<file path="src/rtl/sli_pkg.sv">
// ----------------------------------------------------------------------------
// sli_pkg: shared types and constants for the sorted list core
// Entry type, capacity, status and opcode codes, and the command that the
// top level broadcasts to every cell of the chain.
// ----------------------------------------------------------------------------
package sli_pkg;

    localparam int CAPACITY = 64;
    localparam int DATA_W   = 32;
    localparam int CNT_W    = $clog2(CAPACITY + 1);
    localparam int COUNT_W  = 7;

    typedef logic signed [DATA_W-1:0] t_entry;
    typedef logic [CNT_W-1:0]         t_cnt;

    typedef enum logic [1:0] {
        ST_DONE      = 2'd0,
        ST_FULL      = 2'd1,
        ST_EMPTY     = 2'd2,
        ST_NOT_FOUND = 2'd3
    } t_status;

    typedef enum logic {
        OP_INSERT = 1'b0,
        OP_DELETE = 1'b1
    } t_opcode;

    // Broadcast to all cells in the cycle a request is accepted
    typedef struct packed {
        logic   ins_en;
        logic   del_en;
        t_entry value;
    } t_cell_cmd;

endpackage

</file>
<file path="src/rtl/sli_cell.sv">
// ----------------------------------------------------------------------------
// sli_cell: one slot of the sorted list
// Holds one entry, compares it against the broadcast value and takes its
// own value, the new value or a neighbor's entry on insert or delete.
// ----------------------------------------------------------------------------
module sli_cell
    import sli_pkg::*;
(
    input  logic      i_clk,
    input  t_cell_cmd i_cmd,
    input  logic      i_occupied,
    input  logic      i_left_lt,
    input  t_entry    i_left_entry,
    input  t_entry    i_right_entry,
    output t_entry    o_entry,
    output logic      o_lt,
    output logic      o_hit
);

    t_entry r_entry;
    t_entry n_entry;
    logic   w_at_pos;

    always_comb begin
        o_lt     = i_occupied && (r_entry < i_cmd.value);
        // first slot that is not smaller than the value
        w_at_pos = !o_lt && i_left_lt;
        o_hit    = w_at_pos && i_occupied && (r_entry == i_cmd.value);

        n_entry = r_entry;
        if (i_cmd.ins_en && !o_lt) begin
            n_entry = w_at_pos ? i_cmd.value : i_left_entry;
        end else if (i_cmd.del_en && !o_lt) begin
            n_entry = i_right_entry;
        end
    end

    always_ff @(posedge i_clk) begin
        r_entry <= n_entry;
    end

    assign o_entry = r_entry;

endmodule

</file>
<file path="config.mk">
export PLATFORM = sky130hd
export DESIGN_NAME = sli_cell
export DESIGN_NICKNAME = d
export VERILOG_FILES = /design/src/rtl/sli_pkg.sv /design/src/rtl/sli_cell.sv
export SDC_FILE = /design/constraint.sdc
export NUM_CORES = 1
export LEC_CHECK = 0
export BUFFER_PORTS_ARGS = -buffer_cell sky130_fd_sc_hd__buf_2
export CAP_MARGIN = 10
export CORE_UTILIZATION = 35
export CTS_CLUSTER_DIAMETER = 100
export DETAILED_ROUTE_END_ITERATION = 10
export PLACE_DENSITY = 0.66
export RECOVER_POWER = 25
export SLEW_MARGIN = 20
export SYNTH_ARGS = -nofsm -noshare
export SYNTH_HDL_FRONTEND = slang
export SYNTH_SLANG_ARGS = --single-unit
export TNS_END_PERCENT = 100
</file>
<file path="constraint.sdc">
create_clock -name i_clk -period 5.1 [get_ports i_clk]
set_input_delay 0.51 -clock i_clk [delete_from_list [all_inputs] [get_ports i_clk]]
set_output_delay 0.51 -clock i_clk [all_outputs]
set_load 0.01 [all_outputs]
</file>
==> key figures, run 1 <==
Run status
  – Status: finished clean

Timing
  – Fin crit period: 3550 ps
  – Clock skew: 7.37 ps
  – Period Utilization, post-route: 69.5%
  – RSZ-0062 raised after global routing: false
  – Fmax achieved: 282 MHz
  – Slew headroom: 50.0%
  – Worst-Margin Slew: 751 ps
  – Slew Viols, Final: 0
  – Fin Setup TNS: 0 ps
  – Final hold viol count: 0
  – Final setup fails: 0

Layout
  – Largest register FFs: 32
  – Net count, final: 491
  – Most common cell after layout, fill and taps aside: buf_2
  – Most frequent cells in the layout: 110 x buf_2, 34 x inv_1, 34 x mux2_2
  – # diodes: 0
  – Share of cells above drive strength 1: 51.5%
  – P&R area growth vs syn: 30.0%

Synth
  – Gate Count Post-Synth: 222
  – Post-synth top area share: 35.5%
  – Seq cells post-synth: 32
  – Area leader, netlist: edfxtp_1
  – Syn_nets: 355
  – Yosys warning total: 0
  – Synth Cell Area: 2710 sq um
  – Synth cell types: 27
  – Ranking of synthesized cells by area: edfxtp_1 35%, mux2_4 17%, ha_1 15%
  – Syn Area/Cell: 12.2 sq um
  – Post-synthesis sequential area ratio: 35.5%

Setup path
  – Maximum fanout along the worst path: 19
  – Crit path DAT: 3580 ps
  – Critical path type: reg -> reg
  – Crit end category: register
  – Worst EP required: 5130 ps
  – CP Launch Type: register

Clocking
  – Cts bufs inserted: 5
  – Worst-Skew Late Latency: 280 ps
  – Reg clk slew, reported paths: 70 ps
  – Max Root-Sink Buffers: 2
  – CTS H-tree lvls: 2
  – CTS tree: built
  – # clock sinks: 32
  – Cts hold-fix bufs: 0
  – Post-CTS sizing: 0
  – Root Driver: clkbuf_8
  – Setup bufs post-CTS: 0

Die
  – Chip height: 90.0 um
  – Die Footprint: 8100 sq um
  – Core area: 7370 sq um
  – Die width: 90.0 um
  – Initial Util: 36.8%
  – Boundary Pins: 135
  – Std cell rows: 31

Routing
  – Final wirelength: 6.19 mm
  – DRC: 0
  – DR vias: 2,126
  – Vias/cell: 4.64
  – Detailed Routing Iterations Pass 1: 4
  – Routed len/inst: 13.5 um
  – Final ANT Viol Nets: 0
  – DR iter-0 viols: 23

Power
  – Pwr Total: 0.000897 W
  – Pwr per Cell Area: 255 nW/um^2
  – Worst VDD drop: 96.7 uV
  – Leak pwr: 1.75 nW

GRT
  – Number of global-route vias before repair: 2,170
  – GR Overflow Total: 0
  – Global-route wire length before repair: 10.1 mm
  – Gr usage total: 15.6%
  – Initial antenna violation count: 0
  – Largest net degree at the start of global routing: 34

Place
  – Dpl hpwl: 5.06 mm
  – Buffers on Ports: 134
  – GPL Wtd Cong: 0.709

Min path
  – Min-delay worst type: in -> reg

Job
  – Max_cap viols: 0
-- Yosys cell counts --
cell type / number
nand2_1: 6
clkbuf_1: 4
nand3_1: 2
a2bb2oi_1: 1
nand4_1: 8
a221o_1: 1
o21a_1: 1
a21boi_0: 1
and4_1: 1
o21ai_0: 3
nor3_1: 1
nor2_1: 3
a41oi_4: 1
a211oi_1: 1
ha_1: 32
mux2_2: 34
o21bai_1: 2
mux2i_1: 1
a21o_1: 4
a21oi_1: 11
nor2b_1: 1
edfxtp_1: 32
buf_6: 3
nor4_1: 3
o31ai_2: 1
inv_1: 34
mux2_4: 30
-- cells by family after synthesis --
logic type                 after synthesis  synth area share, %
AOI/OAI and AO/OA                       27                 7.25
DFF                                     32                 35.5
buffers and inverters                   41                 6.51
and+or+nand+nor                         25                 4.89
muxes                                   65                 31.1
adders and majority gates               32                 14.8
-- critical path: stages, from the launching register on --
cell,delay [ps]
edfxtp_1,400
ha_1,320
nand4_1,160
nor4_1,440
a21boi_0,310
o31ai_2,120
a41oi_4,680
buf_4,470
mux2_2,380
-- final timing paths --
kind	from	endpoint	slack, ps	cells after the start
setup / recovery	o_entry[14]$_DFFE_PP_	o_entry[0]$_DFFE_PP_	1550	8
hold / removal	i_right_entry[14]	o_entry[14]$_DFFE_PP_	520	2
setup reg to reg	o_entry[14]$_DFFE_PP_	o_entry[0]$_DFFE_PP_	1550	8
hold reg to reg	o_entry[20]$_DFFE_PP_	o_entry[30]$_DFFE_PP_	1560	6
-- per-stage QoR --
step	setup WS [ps]	instance area [sq um]	util [%]	instances	hold slack, ps
after floorplan	2190	2710	-	222	728
after global placement	1410	3470	47.1	450	812
after detailed placement	1270	3470	47.1	450	813
after CTS	1490	3550	48.2	458	516
after global routing	1260	3520	47.8	458	516
final	1550	3520	47.8	458	524
-- final cells by class --
class	count	area, sq um
inverters	34	128
clock buffers	5	68.8
fillers	741	3850
repair buffers	136	656
well taps	99	124
multi-input cells	149	1570
clock inverters	3	13.8
flip-flops and latches	32	961
-- power by group --
| group | internal [W] | leakage, nW | switching (W) |
|---|---|---|---|
| combinational | 0.000171 | 1.39 | 0.000165 |
| clock | 0.0000926 | 0.0453 | 0.0000947 |
| sequential | 0.000350 | 0.319 | 0.0000241 |
-- per-layer routing --
metal / share of wire [%] / up-vias / GRT usage, % / routed length [um]
met5: 0 / - / 0 / 0
met4: 0.87 / 0 / 3.63 / 54
met3: 5.6 / 4 / 3.64 / 348
met2: 50 / 78 / 27.5 / 3100
met1: 43 / 950 / 19.3 / 2680
li1: - / 1094 / - / -
No activity file was read; power rests on OpenSTA's default activity.
==> run 2, diff against run 1 <==
==> constraint.sdc (replaced) <==
create_clock -name i_clk -period 3.7 [get_ports i_clk]
set_input_delay 0.37 -clock i_clk [delete_from_list [all_inputs] [get_ports i_clk]]
set_output_delay 0.37 -clock i_clk [all_outputs]
set_load 0.01 [all_outputs]
==> run 2 against run 1 <==
Compared with the run above:
- count of clock-buffer cells in the layout up 2
- cell count up 0.44%
- clock skew down 1.2 ps
- non-clock buffer count grew 2
- global-route usage increased by 0.31 points
- total power rose by 38%
- setup slack lost 860 ps
- sequential share of layout area decreased by 0.096 points
- routed wire length is 0.68% higher
- critical endpoint unchanged
- critical path type unchanged
- cell area increased by 0.36%
- sequential power up 37%
==> key figures, run 2 (same netlist as run 1, synthesis figures left out) <==
Timing
  – Final setup fails: 0 (unchanged)
  – Fin Setup TNS: 0 ps (unchanged)
  – Clock skew: 6.18 ps (-1.19 ps)
  – WHS: 388 ps (-136 ps)
  – Worst-Margin Slew: 787 ps (+36.2 ps)
  – Period Utilization, post-route: 81.1% (+12 points)
  – RSZ-0062 raised after global routing: false
  – Slew headroom: 47.5% (-2.4 points)
  – Fmax achieved: 333 MHz (+18%)
  – Fin crit period: 3000 ps (-545 ps)
  – Setup ws final: 700 ps (-855 ps)
  – Final hold viol count: 0 (unchanged)
  – Slew Viols, Final: 0 (unchanged)

Power
  – Worst VDD drop: 159 uV (+64%)
  – Pwr Total: 0.00124 W (+38%)
  – Pwr per Cell Area: 351 nW/um^2 (+38%)
  – Leak pwr: 1.76 nW (+0.23%)

Place
  – GPL Wtd Cong: 0.725 (+2.2%)
  – Buffers on Ports: 134 (unchanged)
  – Place WS: 620 ps (-653 ps)
  – Cell Area, Placed: 3490 sq um (+0.43%)
  – Dpl hpwl: 5.09 mm (+0.61%)

Routing
  – Final wirelength: 6.23 mm (+0.68%)
  – Detailed Routing Iterations Pass 1: 4 (unchanged)
  – Routed len/inst: 13.5 um (+0.24%)
  – Final ANT Viol Nets: 0 (unchanged)
  – Vias/cell: 4.72 (+1.6%)
  – DRC: 0 (unchanged)
  – DR vias: 2,169 (+2.0%)
  – DR iter-0 viols: 31 (+35%)

GRT
  – Largest net degree at the start of global routing: 34 (unchanged)
  – Global-route wire length before repair: 10.2 mm (+1.6%)
  – Initial antenna violation count: 0 (unchanged)
  – Number of global-route vias before repair: 2,178 (+0.37%)
  – GR Overflow Total: 0 (unchanged)
  – Gr usage total: 15.9% (+0.31 points)

Clocking
  – Reg clk slew, reported paths: 70 ps (about the same)
  – Cts bufs inserted: 5 (unchanged)
  – Max Root-Sink Buffers: 2 (unchanged)
  – CTS tree: built
  – # clock sinks: 32 (unchanged)
  – Post-CTS sizing: 0 (unchanged)
  – Root Driver: clkbuf_8
  – Cts hold-fix bufs: 0 (unchanged)
  – Worst-Skew Late Latency: 280 ps (about the same)
  – CTS H-tree lvls: 2 (unchanged)
  – Setup bufs post-CTS: 0 (unchanged)

Die
  – Core area: 7370 sq um (unchanged)
  – Die Footprint: 8100 sq um (unchanged)
  – Chip height: 90.0 um (unchanged)
  – Boundary Pins: 135 (unchanged)
  – Std cell rows: 31 (unchanged)
  – Initial Util: 36.8% (unchanged)
  – Die width: 90.0 um (unchanged)

Setup path
  – Worst r2r path cells: 8 (unchanged)
  – Crit path DAT: 3030 ps (-550 ps)
  – CP Launch Type: register
  – Worst EP required: 3730 ps (-1400 ps)
  – Critical path type: reg -> reg
  – Crit end category: register
  – Maximum fanout along the worst path: 19 (unchanged)

Layout
  – # diodes: 0 (unchanged)
  – Net count, final: 493 (+0.41%)
  – Most common cell after layout, fill and taps aside: buf_2
  – Share of cells above drive strength 1: 51.2% (-0.29 points)
  – Multi-input gate area: 1570 sq um (unchanged)
  – P&R area growth vs syn: 30.5%
  – Sequential Area: 961 sq um (unchanged)
  – Most frequent cells in the layout: 110 x buf_2, 34 x inv_1, 34 x mux2_2
  – Post-route cell area: 3540 sq um (+0.36%)
  – Filler cell count: 731 (-1.3%)
  – Largest register FFs: 32 (unchanged)

Run status
  – Status: finished clean

Min path
  – Min-delay worst type: in -> reg
  – WHS Path Cells: 2 (unchanged)

Job
  – Max_cap viols: 0 (unchanged)
## run 2: cell count changes in the layout (fill, tap and decap cells not counted), sizes merged
cell | previous run | this run
clkbuf | 29 | 31
clkinv | 3 | 1
buf | 112 | 114
## run 2: per-layer routing
layer / global-route usage (%) / vias to the layer above / part of all wire (%)
li1: - / 1096 / -
met1: 19.5 / 986 / 43
met2: 27.4 / 81 / 50
met3: 3.89 / 6 / 5.7
met4: 5.11 / 0 / 1.2
met5: 0 / - / 0
## run 2: final timing paths
kind,to,slack [ps],startpoint
setup / recovery,o_entry[0]$_DFFE_PP_,700,o_entry[14]$_DFFE_PP_
hold / removal,o_entry[10]$_DFFE_PP_,390,i_right_entry[10]
setup reg to reg,o_entry[0]$_DFFE_PP_,700,o_entry[14]$_DFFE_PP_
hold reg to reg,o_entry[6]$_DFFE_PP_,1380,o_entry[31]$_DFFE_PP_
## run 2: per-stage QoR
| step | std cells | utilization [%] |
|---|---|---|
| finish | 460 | 48.0 |
| global route | 460 | 48.0 |
| CTS | 460 | 48.4 |
| detailed placement | 452 | 47.3 |
| global placement | 452 | 47.3 |
| floorplan | 222 | - |
## run 2: where the power goes
group          leakage, nW  total, W  switching [W]  internal [W]
Combinational         1.40  0.000466       0.000228      0.000237
Clock               0.0399  0.000260       0.000129      0.000131
Sequential           0.319  0.000514      0.0000326      0.000481
Total                 1.76   0.00124       0.000390      0.000850
## run 2: layout make-up
class | instances | area share [%]
clock buffers | 7 | 2.16
clock inverters | 1 | 0.106
inverters | 34 | 3.61
multi-input cells | 149 | 44.5
flip-flops and latches | 32 | 27.2
well taps | 99 | 3.50
repair buffers | 138 | 19.0
## run 2: critical path, cell delays in order (launching register included)
cell	delay [ps]
edfxtp_1	410
ha_1	320
nand4_1	150
nor4_1	450
a21boi_0	310
o31ai_2	120
a41oi_4	250
buf_4	370
mux2_2	370
